==> config.mk <==
export PLATFORM = sky130hd
export DESIGN_NAME = qcis_div
export DESIGN_NICKNAME = d
export VERILOG_FILES = /design/src/rtl/qcis_div.sv
export SDC_FILE = /design/constraint.sdc
export NUM_CORES = 2
export LEC_CHECK = 0
export BUFFER_PORTS_ARGS = -buffer_cell sky130_fd_sc_hd__buf_2
export CAP_MARGIN = 40
export CORE_MARGIN = 1.5
export CORE_UTILIZATION = 25
export DETAILED_ROUTE_END_ITERATION = 10
export PLACE_DENSITY_LB_ADDON = 0.12
export SYNTH_ARGS = -nofsm -noshare
export SYNTH_HDL_FRONTEND = slang
export SYNTH_SLANG_ARGS = --single-unit
==> constraint.sdc <==
create_clock -name clk -period 5.15 [get_ports clk]
set_input_delay 0.2575 -clock clk [delete_from_list [all_inputs] [get_ports clk]]
set_output_delay 0.2575 -clock clk [all_outputs]
set_load 0.02 [all_outputs]
==> src/rtl/qcis_div.sv <==
// pipelined restoring divider, one quotient bit per stage, with sideband
// computes floor(num * 2^(QW-1) / den) for num <= den; no package use
`default_nettype none

module qcis_div #(
  parameter int DW = 34,
  parameter int QW = 17,
  parameter int SW = 8
) (
  input  logic          clk,
  input  logic          rst,
  input  logic          en,
  input  logic          in_valid,
  input  logic [DW-1:0] num,
  input  logic [DW-1:0] den,
  input  logic [SW-1:0] side_in,
  output logic          out_valid,
  output logic [QW-1:0] quo,
  output logic [SW-1:0] side_out
);

  logic [DW-1:0] rem_q  [QW];
  logic [DW-1:0] den_q  [QW];
  logic [QW-1:0] quo_q  [QW];
  logic [SW-1:0] side_q [QW];
  logic [QW-1:0] vld;

  for (genvar k = 0; k < QW; k++) begin : g_stage
    logic [DW:0]   trial;
    logic [DW-1:0] dsrc;
    logic          ge;
    logic [DW:0]   diff;

    if (k == 0) begin : g_first
      assign trial = {1'b0, num};
      assign dsrc  = den;
    end else begin : g_next
      assign trial = {rem_q[k-1], 1'b0};
      assign dsrc  = den_q[k-1];
    end

    assign ge   = (trial >= {1'b0, dsrc});
    assign diff = trial - {1'b0, dsrc};

    always_ff @(posedge clk) begin
      if (rst) begin
        vld[k] <= 1'b0;
      end else if (en) begin
        vld[k] <= (k == 0) ? in_valid : vld[(k == 0) ? 0 : k-1];
      end
    end

    always_ff @(posedge clk) begin
      if (en) begin
        rem_q[k] <= ge ? diff[DW-1:0] : trial[DW-1:0];
        den_q[k] <= dsrc;
        if (k == 0) begin
          quo_q[k]  <= {{(QW-1){1'b0}}, ge};
          side_q[k] <= side_in;
        end else begin
          quo_q[k]  <= {quo_q[(k == 0) ? 0 : k-1][QW-2:0], ge};
          side_q[k] <= side_q[(k == 0) ? 0 : k-1];
        end
      end
    end
  end

  assign out_valid = vld[QW-1];
  assign quo       = quo_q[QW-1];
  assign side_out  = side_q[QW-1];

endmodule

`default_nettype wire

Word-level counts from Yosys, hierarchy flattened
Memory sizes are Yosys's and may differ from the RTL's.
Cells that the tools add are included.
{"block": "word_totals", "ramBits": 1581, "wordCells": 74, "memories": 4, "reg_bits": 17}
{"block": "op_classes", "muxes": 19, "n_addsub": 17, "magnitude_cmp": 17}
{"name": "den_q", "words": 17, "width": 34, "rd": 16, "rd_ports_with_merged_regs": 0, "wr": 17, "line_no": "23", "source": "logic [DW-1:0] den_q [QW];"}
{"name": "rem_q", "words": 17, "width": 34, "rd": 16, "rd_ports_with_merged_regs": 0, "wr": 17, "line_no": "22", "source": "logic [DW-1:0] rem_q [QW];"}
{"name": "quo_q", "words": 17, "width": 17, "rd": 17, "rd_ports_with_merged_regs": 0, "wr": 17, "line_no": "24", "source": "logic [QW-1:0] quo_q [QW];"}
{"name": "side_q", "words": 17, "width": 8, "rd": 17, "rd_ports_with_merged_regs": 0, "wr": 17, "line_no": "25", "source": "logic [SW-1:0] side_q [QW];"}
{"operator": "two-way mux 34 bit", "n": 17}
{"operator": "subtractor 34 bit", "n": 17}
{"operator": ">= comparator 35 x 34 -> 1 bit", "n": 16}
{"operator": ">= comparator 34 bit", "n": 1}
{"operator": "two-way mux 1 bit", "n": 2}

Longest topological paths before layout
An unclocked memory read counts as a cell.
{"block": "depth", "word_depth": 3, "ltp_mapped": 15, "mapped_depth_nobuf": 14}

Least setup slack after synthesis
No wires, ideal clock.
{"block": "synth_path", "path_type": "reg2reg", "startpoint": "mem rem_q[9][11], in the netlist rem_q[0][317]", "endpoint": "mem rem_q[10][1], in the netlist rem_q[0][341] (data pin)", "required_ps": 4888, "setup_slack_ps": 1663, "stages_incl_launch_ff": 13, "arrival_time_ps": 3225, "period_less_slack_ps": 3487, "n_path_buf": 2, "cell_sequence": "edfxtp_1 > ha_1 > buf_4 > a21oi_2 > o21ai_2 > a2111oi_4 > nor3_1 > a311oi_2 > o31ai_1 > or4b_1 > a311oi_2 > buf_4 > mux2_1"}
{"item": "start: declaration", "line_no": "22"}

==> impl_metrics.json <==
{
  "clock_skew_ns": 0.0558,
  "io_pins": 106,
  "synth_top_family_by_area": "compound AO/OA/AOI/OAI gates",
  "final-hold-violation-count": 0,
  "port_buffers": 105,
  "crit_path_cell_trace": "ha_1 -> o21ai_0 -> a21oi_1 -> o31ai_1 -> o21ai_0 -> a311oi_2 -> o31ai_1 -> or4b_1 -> a311oi_4 -> buf_12 -> mux2_1",
  "yosys.area_share.simple": 0.0875,
  "min_path_type": "input pin to register",
  "wirelength_microns": 196000,
  "net-switching-power_mw": 20.6,
  "p_clk_frac": 0.227,
  "peakVddDrop_v": 0.000249,
  "avgSynthCellArea_sq_um": 11.2,
  "firstDrtPassIters": 8,
  "cts_made_buffers": 185,
  "dp_hpwl_microns": 148000,
  "cap_violations": 0,
  "clockBufferDepth": 4,
  "antenna_found_initial": 4,
  "fp-row-count": 205,
  "drt_iter0_markers": 2338,
  "worst-path-buf-inv": 1,
  "yosys.area_share.xor_xnor": 0.0508,
  "crit_family": "compound AO/OA/AOI/OAI gates",
  "cts_setup_buffers": 0,
  "placed_cell_area_sq_mm": 0.0844,
  "cp_data_arrival_time_ns": 5.12,
  "cts_tree": "yes",
  "slew_headroom": 0.267,
  "seqPwrFrac": 0.328,
  "clkTransAtPathRegs_ns": 0.06,
  "yosys.area.top_type": "edfxtp_1",
  "period_share": 0.880,
  "cp-start-kind": "register",
  "grtUsageTotal": 0.120,
  "cts_root_buf": "clkbuf_16",
  "fmax_ghz": 0.221,
  "syn_area_sq_mm": 0.0784,
  "via_count": 52300,
  "drcViolationCount": 0,
  "p_leak_nw": 36.5,
  "critical_path.slowest_cell": "a311oi_4",
  "grt_setup_unrepaired": "false",
  "ys_ff_latch": 1394,
  "synth_cell_types": 88,
  "insertion_delay_ns": 0.85,
  "synthMuxAreaShare": 0.0361,
  "p_sw_frac": 0.373,
  "syn2layout_area_growth_pct": 16.1,
  "syn-num-nets": 7643,
  "overflow": 0,
  "status": "finished, final reports clean",
  "critical_path_class": "register to register",
  "tightest_slew_ns": 1.07,
  "n_fill_cell": 31900,
  "fin_area_sq_mm": 0.0910,
  "tns_ns": 0,
  "synth_commonest_cells": "edfxtp_1 (1,377), inv_1 (733), ha_1 (577), a21oi_1 (564), nand2_1 (520)",
  "syn_inst": 6970,
  "end_kind": "register",
  "synth_compound_area_frac": 0.153,
  "slowest_delay_ns": 0.68,
  "postSynth.asyncResetShare": 0,
  "power.density_mw_per_mm2": 609,
  "post_drt_wl_per_cell_microns": 17.0,
  "grt_max_degree": 142,
  "synth_top_area_share": 0.527,
  "grt_pass1_wl_microns": 303000,
  "synth_fa_ha_area_frac": 0.0962,
  "synth.most_common_cell": "edfxtp_1",
  "die_x_microns": 563,
  "via_per_inst": 4.54,
  "finalMaxSlewViolations": 0,
  "clock-sinks": 1394,
  "final_antenna_net_count": 0,
  "coreArea_sq_mm": 0.312,
  "finalSetupViolCount": 0,
  "holdBufCountCts": 80,
  "critical_path.max_fanout": 23,
  "grt_pass1_vias": 55300,
  "die_height_microns": 563,
  "period_minus_slack_ns": 4.53,
  "p_int_mw": 34.8,
  "yosys_warnings": 0,
  "cts_resized": 0,
  "drive_gt1_frac": 0.0969,
  "worst-endpoint-required_ns": 5.74,
  "initial_core_util": 0.251,
  "synth_edf_count": 1377,
  "pwr-share-comb": 0.445,
  "dieArea_sq_mm": 0.317,
  "ys_seq_area_frac": 0.532,
  "htree_num_levels": 4,
  "gp_congestion": 0.906,
  "synth.area.top_cells": "edfxtp_1 (53%), ha_1 (9.2%), a21oi_1 (3.6%)",
  "synth-main-ff-cell": "edfxtp_1",
  "nets": 7926
}
metal layers:
| metal | track usage | routed length, microns | vias up |
|---|---|---|---|
| met2 | 0.236 | 104000 | 893 |
| met1 | 0.118 | 73800 | 24800 |
| li1 | - | - | 26100 |
| met5 | 0 | 0 | - |
| met4 | 0.0754 | 13000 | 0 |
| met3 | 0.0160 | 5420 | 551 |
cell usage in the layout, fill, tap and decap left out, types with 52 or more instances in the layout:
cell / Yosys / routed
a31oi_1: 62 / 60
nor2b_1: 71 / 71
nand3_1: 98 / 98
dlygate4sd3_1: 0 / 80
o21bai_1: 89 / 89
and3_1: 53 / 52
a21o_1: 311 / 311
ha_1: 577 / 577
mux2_2: 223 / 223
buf_2: 26 / 105
nand2_1: 520 / 520
edfxtp_1: 1377 / 1377
o21a_1: 77 / 77
nand4_1: 96 / 96
nand2b_1: 65 / 65
o21ai_0: 477 / 476
nor2_1: 339 / 339
xnor2_1: 276 / 276
nor3_1: 74 / 74
buf_4: 13 / 60
clkbuf_16: 0 / 191
inv_1: 733 / 733
a21oi_1: 564 / 563
xor2_1: 179 / 179
flip-flops by register name, indices dropped and copies added, names as in the netlist:
| register | count |
|---|---|
| den_q | 544 |
| rem_q | 544 |
| vld | 16 |
| out_valid | 1 |
| quo_q | 153 |
| side_q | 136 |
stage by stage:
step            util  hold slack [ns]  power, mW  setup WS (ns)  std cells
2_1_floorplan      -            0.356       36.1           1.66       6970
3_3_place_gp   0.270            0.401       43.0          0.404      11100
3_5_place_dp   0.271            0.405       43.1          0.533      11100
4_1_cts        0.292           0.0243       56.4          0.505      11500
5_1_grt        0.292           0.0774       59.6          0.288      11500
6_report       0.292            0.122       55.4          0.620      11500
final cells by class:
| class | count | area (sq um) | area share |
|---|---|---|---|
| Sequential cell | 1394 | 41700 | 0.458 |
| Multi-Input combinational cell | 4670 | 33300 | 0.366 |
| Tap cell | 4140 | 5180 | 0.0569 |
| Clock buffer | 234 | 4960 | 0.0545 |
| Inverter | 733 | 2750 | 0.0302 |
| Timing Repair Buffer | 269 | 2240 | 0.0246 |
| Clock inverter | 98 | 880 | 0.00966 |
| Antenna cell | 2 | 5.00 | 0.0000550 |
final timing paths:
check / startpoint / end / slack (ns) / depth (start not counted)
max: rem_q[0][307] / rem_q[0][341] / 0.62 / 11
min: den[10] / den_q[0][10] / 0.12 / 2
max reg2reg: rem_q[0][307] / rem_q[0][341] / 0.62 / 11
min reg2reg: quo_q[1][77] / quo_q[1][95] / 0.39 / 0
worst register-to-register path, cell delays in order (launching register included):
cell	delay, ns
edfxtp_1	0.39
ha_1	0.37
o21ai_0	0.16
a21oi_1	0.09
o31ai_1	0.31
o21ai_0	0.36
a311oi_2	0.46
o31ai_1	0.24
or4b_1	0.60
a311oi_4	0.68
buf_12	0.25
mux2_1	0.36
cells by family after synthesis:
kind of cell / after synthesis
and+or+nand+nor: 1452
xor gates and xnor gates: 455
buffers and inverters: 906
muxes: 254
AOI/OAI and AO/OA: 1916
DFF: 1394
adders and majority gates: 593
power groups by stage:
stage / combinational, mW / clock, mW / sequential [mW]
after floorplan: 18.4 / 0 / 17.7
after global placement: 24.5 / 0 / 18.5
after detailed placement: 24.7 / 0 / 18.4
after CTS: 24.9 / 13.2 / 18.2
after global routing: 27.6 / 13.6 / 18.5
final: 24.7 / 12.6 / 18.2
(Power assumes the default switching activity.)
