**src/rtl/qcis_pkg.sv**
```systemverilog
// shared types and constants for the quad cell isoline segment block
// no dependencies
`default_nettype none

package qcis_pkg;

  localparam int VAL_W      = 32;          // width of values and coordinates
  localparam int ROOT_W     = 32;          // width of the square root result
  localparam int SQ_W       = 2 * ROOT_W;  // width of the radicand
  localparam int NORM_SHIFT = 30;          // fraction bits of the unit normal

  typedef logic [1:0] corner_t;
  typedef logic signed [VAL_W:0] diff_t;

endpackage

`default_nettype wire

```
**src/rtl/qcis_isqrt.sv**
```systemverilog
// pipelined integer square root, one result bit per stage, with sideband
// depends on qcis_pkg for radicand and root widths
`default_nettype none

module qcis_isqrt
  import qcis_pkg::*;
#(
  parameter int SW = 8
) (
  input  logic              clk,
  input  logic              rst,
  input  logic              en,
  input  logic              in_valid,
  input  logic [SQ_W-1:0]   radicand,
  input  logic [SW-1:0]     side_in,
  output logic              out_valid,
  output logic [ROOT_W-1:0] root,
  output logic [SW-1:0]     side_out
);

  logic [SQ_W-1:0]   n_q    [ROOT_W];
  logic [SQ_W-1:0]   r_q    [ROOT_W];
  logic [SW-1:0]     side_q [ROOT_W];
  logic [ROOT_W-1:0] vld;

  for (genvar k = 0; k < ROOT_W; k++) begin : g_stage
    localparam logic [SQ_W-1:0] BIT = {{(SQ_W-1){1'b0}}, 1'b1} << (SQ_W - 2 - 2*k);
    logic [SQ_W-1:0] n_in;
    logic [SQ_W-1:0] r_in;
    logic [SQ_W-1:0] t;
    logic            ge;

    if (k == 0) begin : g_first
      assign n_in = radicand;
      assign r_in = '0;
    end else begin : g_next
      assign n_in = n_q[k-1];
      assign r_in = r_q[k-1];
    end

    assign t  = r_in + BIT;
    assign ge = (n_in >= t);

    always_ff @(posedge clk) begin
      if (rst) begin
        vld[k] <= 1'b0;
      end else if (en) begin
        vld[k] <= (k == 0) ? in_valid : vld[(k == 0) ? 0 : k-1];
      end
    end

    always_ff @(posedge clk) begin
      if (en) begin
        n_q[k]    <= ge ? (n_in - t) : n_in;
        r_q[k]    <= ge ? ((r_in >> 1) + BIT) : (r_in >> 1);
        side_q[k] <= (k == 0) ? side_in : side_q[(k == 0) ? 0 : k-1];
      end
    end
  end

  assign out_valid = vld[ROOT_W-1];
  assign root      = r_q[ROOT_W-1][ROOT_W-1:0];
  assign side_out  = side_q[ROOT_W-1];

endmodule

`default_nettype wire

```
**config.mk**
```make
export PLATFORM = sky130hd
export DESIGN_NAME = qcis_isqrt
export DESIGN_NICKNAME = d
export VERILOG_FILES = /design/src/rtl/qcis_pkg.sv /design/src/rtl/qcis_isqrt.sv
export SDC_FILE = /design/constraint.sdc
export NUM_CORES = 2
export LEC_CHECK = 0
export ABC_CLOCK_PERIOD_IN_PS = 3900
export CORE_MARGIN = 5
export CORE_UTILIZATION = 60
export CTS_CLUSTER_SIZE = 28
export DETAILED_ROUTE_END_ITERATION = 10
export DONT_BUFFER_PORTS = 1
export PLACE_DENSITY = 0.82
export SETUP_SLACK_MARGIN = 0.3
export SLEW_MARGIN = 20
export SYNTH_ARGS = -nofsm -noshare
export SYNTH_HDL_FRONTEND = slang
export SYNTH_MEMORY_MAX_BITS = 65536
export SYNTH_SLANG_ARGS = --single-unit
```
**constraint.sdc**
```tcl
create_clock -name clk -period 3.9 [get_ports clk]
set_input_delay 0.39 -clock clk [delete_from_list [all_inputs] [get_ports clk]]
set_output_delay 0.39 -clock clk [all_outputs]
set_load 0.01 [all_outputs]
```
# ---- Word-level counts from Yosys, hierarchy flattened
# Memory sizes are Yosys's and may differ from the RTL's.
# Cells that the tools add are included.
dict set report word_totals {
  reg_bits 32
  mem_bits_rw 4352
  inputBits 76
  out_inout_bits 41
  wordCells 227
  mem_count 3
}
# name depth word_bits read_ports rd_clocked_by_memory_dff write_ports line
set mem_list {}
lappend mem_list {n_q 32 64 31 0 32 qcis_isqrt.sv:21} ;# logic [SQ_W-1:0] n_q [ROOT_W];
lappend mem_list {r_q 32 64 32 0 32 qcis_isqrt.sv:22} ;# logic [SQ_W-1:0] r_q [ROOT_W];
lappend mem_list {side_q 32 8 32 0 32 qcis_isqrt.sv:23} ;# logic [SW-1:0] side_q [ROOT_W];
dict set report classes {
  n_addsub 94
  order_cmp 32
  mux 66
}
# cell count
set op_table {}
lappend op_table {{$mux W64} 63}
lappend op_table {{$ge A64 B64 Y1} 31}
lappend op_table {{$sub A64 B64 Y64} 31}
lappend op_table {{$add A63 B1 Y64 const B} 1}
lappend op_table {{$add A63 B11 Y64 const B} 1}
lappend op_table {{$add A63 B13 Y64 const B} 1}
lappend op_table {{$add A63 B15 Y64 const B} 1}
lappend op_table {{$add A63 B17 Y64 const B} 1}
lappend op_table {{$add A63 B19 Y64 const B} 1}
lappend op_table {{$add A63 B21 Y64 const B} 1}
lappend op_table {{$add A63 B23 Y64 const B} 1}
lappend op_table {{$add A63 B25 Y64 const B} 1}
lappend op_table {{$add A63 B27 Y64 const B} 1}
lappend op_table {{$add A63 B29 Y64 const B} 1}
lappend op_table {{$add A63 B3 Y64 const B} 1}
lappend op_table {{$add A63 B31 Y64 const B} 1}
lappend op_table {{$add A63 B33 Y64 const B} 1}
lappend op_table {{$add A63 B35 Y64 const B} 1}
lappend op_table {{$add A63 B37 Y64 const B} 1}
lappend op_table {{$add A63 B39 Y64 const B} 1}
lappend op_table {{$add A63 B41 Y64 const B} 1}
lappend op_table {{$add A63 B43 Y64 const B} 1}
lappend op_table {{$add A63 B45 Y64 const B} 1}
lappend op_table {{$add A63 B47 Y64 const B} 1}
lappend op_table {{45 further kinds} 46}

# ---- Logic depth before layout (Yosys ltp)
# An unclocked memory read counts as a cell.
dict set report logic_depth {
  ltp_word 4
  depth_mapped 15
  ltp_nobuf 13
}

# ---- Worst setup path after synthesis
# No wires, ideal clock.
dict set report synth_path {
  path_kind {reg-to-reg}
  startpoint {memory n_q[14][48] (netlist bit)}
  endpoint {memory n_q[15][57] (netlist bit) (data pin)}
  setup_time_ps 271
  arrival_ps 3244
  t_required_ps 3629
  setup_slack_ps 384
  stages_incl_launch_ff 14
  n_path_buf 1
  synth_period_minus_slack_ps 3516
  path_cell_list {edfxtp_1 -> ha_1 -> or3_1 -> or3_1 -> or4_1 -> or3_1 -> or3_1 -> nor2_1 -> and3_1 -> buf_2 -> inv_2 -> nand2_1 -> nor4_1 -> xor2_1}
}
# item line
set synth_rtl {}
lappend synth_rtl {{start: declaration} qcis_isqrt.sv:21}

==> impl_metrics.toml <==
[synthesis]
syn-num-nets = 10400
seq_area_frac_synth = 0.652
synthArstFlopShare = 0
synth_xor_area_frac = 0.0605
synth_cell_types = 89
yosys_most_used_dff = "edfxtp_1"
synthCells = 9792
synth-compound-area-share = 0.0851
synth_edf_count = 2768
syn_area_per_cell_um2 = 13.1
muxShareOfSynthArea = 0.0104
synthSimpleGateAreaFrac = 0.112
synth_top_family_by_area = "simple AND/OR/NAND/NOR gates"
ys_ff_latch = 2800
synthAdderAreaFrac = 0.0543
synth_area_um2 = 128000
ys_warn_count = 0

[setup_path]
endpoint_kind = "flop"
worstPathMaxFanout = 5
critPathLaunchType = "flop"
timing.rr.end = "n_q[21][54]"
rrSetupSlack_ns = 0.26
reg2regPathDepth = 12
criticalPathCategory = "flop to flop"
r2r_start = "n_q[20][41]"
arrival_ns = 4.23
critPathRequiredTime_ns = 4.48

[power]
p_int_mw = 62.3
p_seq_frac = 0.468
switching_power_mw = 24.8
pwr-share-comb = 0.206
p_leak_nw = 55.5
swShare = 0.285
p_total_mw = 87.1
pwr-share-clk = 0.326
ir_worst_vdd_mv = 0.573
power.density_nw_per_um2 = 592

[global_route]
grt_pass1_vias = 81600
antenna_found_initial = 18
grt_pass1_wl_mm = 471
grt_usage = 0.269
gr-total-overflow = 0
grt_max_degree = 266

[timing]
slew_headroom = 0.277
finalSetupTns_ns = 0
slew_viol_final = 0
fin_skew_ns = 0.0907
post-route-period-util = 0.935
fmax_mhz = 274
finalHoldViolCount = 0
rsz0062_at_grt = "yes"
setup_viol = 0
worst_pin_slew_ns = 1.08
fin_crit_ns = 3.64

[floorplan]
dieArea_um2 = 223000
fp.dieH_um = 473
pin_count = 117
fp.dieW_um = 473
core-area_um2 = 213000
start_util = 0.605
placementRows = 169

[clocking]
cts_made_buffers = 301
insertion_delay_ns = 0.93
h-tree-depth = 5
path_clk_slew_ns = 0.07
cts.sinks = 2800
clock_path_buffers = 4
cts_tree = "built"
clock_tree.root_cell = "clkbuf_16"

[outcome]
outcome = "complete, no violations"

[route]
post_drt_wl_per_cell_um = 23.3
routed_via_density = 6.23
vias = 83400
drc = 0
ant_nets = 0
firstDrtPassIters = 6
drt-total-wl_mm = 312
drt_first_iter_violations = 9410

[place]
routabilityCongestion = 0.930
numPortBuffers = 0
placedCellCount = 12700
place_area_um2 = 134000
hpwl_mm = 203

[cells_and_area]
syn_to_final_growth_pct = 14.6
final_cell_area_um2 = 147000
final_cell_mix = "2768 x edfxtp_1, 666 x inv_1, 653 x nor2_1"
drive_above_1_share = 0.115
layout.cells.non_filler = 13400
layout_commonest_cell = "edfxtp_1"
fin_util = 0.693
fin_nets = 11000

[run]
drv_cap = 0

[min_path]
hp-start = "radicand[35]"
hold_end = "n_q[0][35]"
min_path_cells = 1
worstHoldPathType = "input pin to flop"
==> layer usage <==
| layer | part of all wire | track usage | vias up |
|---|---|---|---|
| li1 | - | - | 37800 |
| met1 | 0.38 | 0.340 | 40500 |
| met2 | 0.50 | 0.467 | 4103 |
| met3 | 0.079 | 0.0457 | 963 |
| met4 | 0.046 | 0.104 | 10 |
| met5 | 0.00026 | 0 | - |
==> Yosys cell counts, drive strengths merged, types with 71 or more instances <==
| library cell | n | share of area |
|---|---|---|
| nor3 | 247 | 0.0096 |
| ha | 558 | 0.054 |
| a21o | 249 | 0.015 |
| or3 | 122 | 0.0059 |
| o21ai | 396 | 0.015 |
| nand2b | 124 | 0.0060 |
| inv | 675 | 0.020 |
| nand2 | 594 | 0.017 |
| o21a | 96 | 0.0056 |
| nand4 | 120 | 0.0059 |
| nor2b | 75 | 0.0037 |
| nor2 | 663 | 0.019 |
| or4 | 71 | 0.0042 |
| edfxtp | 2768 | 0.65 |
| xnor2 | 477 | 0.033 |
| a21oi | 608 | 0.024 |
| nand3 | 137 | 0.0053 |
| xor2 | 411 | 0.028 |
| nor4 | 331 | 0.016 |
| mux2 | 84 | 0.0074 |
| clkbuf | 144 | 0.0042 |
==> registers in the layout, summed over array words and instances (netlist names) <==
signal     count
out_valid      1
vld           31
r_q          528
side_q       256
n_q         1984
==> worst max-delay path by stage <==
stage / startpoint / depth (start not counted) / end / slack, ns
after floorplan: n_q[14][48] / 13 / n_q[15][57] / 0.38
after global placement: en / 7 / r_q[31][10] / -2.84
after detailed placement: en / 8 / r_q[31][16] / -2.93
after CTS: n_q[11][42] / 12 / n_q[12][57] / 0.13
after global routing: n_q[27][10] / 11 / n_q[28][47] / 0.13
final: n_q[20][41] / 12 / n_q[21][54] / 0.26
==> worst max-delay path, stage by stage, from the launching register on <==
cell and delay (ns):
edfxtp_1 0.44, ha_4 0.30, and4b_1 0.24, buf_12 0.14, nand4_1 0.21, nor4_2 0.38
buf_4 0.20, or4_4 0.14, nor3b_4 0.05, or4_4 0.44, or2_4 0.30, nor4_1 0.38
xor2_1 0.15
==> kinds of logic after synthesis <==
logic type	count (synthesis)
adder cells (fa/ha/maj)	558
XOR/XNOR	888
buffers and inverters	868
multiplexers	123
AND/OR/NAND/NOR	2790
AO/OA/AOI/OAI	1765
flip-flops	2800
==> final cells by class <==
class | count | area, µm²
Antenna cell | 7 | 17.5
Multi-Input combinational cell | 6124 | 43300
Sequential cell | 2800 | 83800
Tap cell | 2821 | 3530
Inverter | 675 | 2530
Clock inverter | 159 | 1690
Timing Repair Buffer | 436 | 4380
Clock buffer | 365 | 7960
Fill cell | 13400 | 65300
==> what timing repair did <==
action / CTS / global route
cloned: 12 / 1
hold buffers: 88 / 1
setup buffers: 13 / 68
pin swaps: 19 / 79
setup endpoints to repair: 1394 / 521
resized for setup: 87 / 307
endpoints found under the hold margin: 113 / 30
==> through the flow <==
stage / worst slack [ns] / hold slack (ns)
CTS: 0.133 / 0.000354
detailed placement: -2.93 / 0.405
global route: 0.132 / 0.0125
finish: 0.255 / 0.0573
global placement: -2.84 / 0.401
floorplan: 0.384 / 0.400
==> power groups by stage <==
stage / sequential, mW / combinational [mW] / clock, mW
floorplan: 39.9 / 12.0 / 0
global placement: 41.1 / 15.9 / 0
detailed placement: 41.2 / 16.4 / 0
CTS: 40.6 / 17.0 / 28.6
global route: 41.0 / 19.6 / 30.1
finish: 40.8 / 17.9 / 28.4
Note: power is estimated with default switching activity, not from simulation.
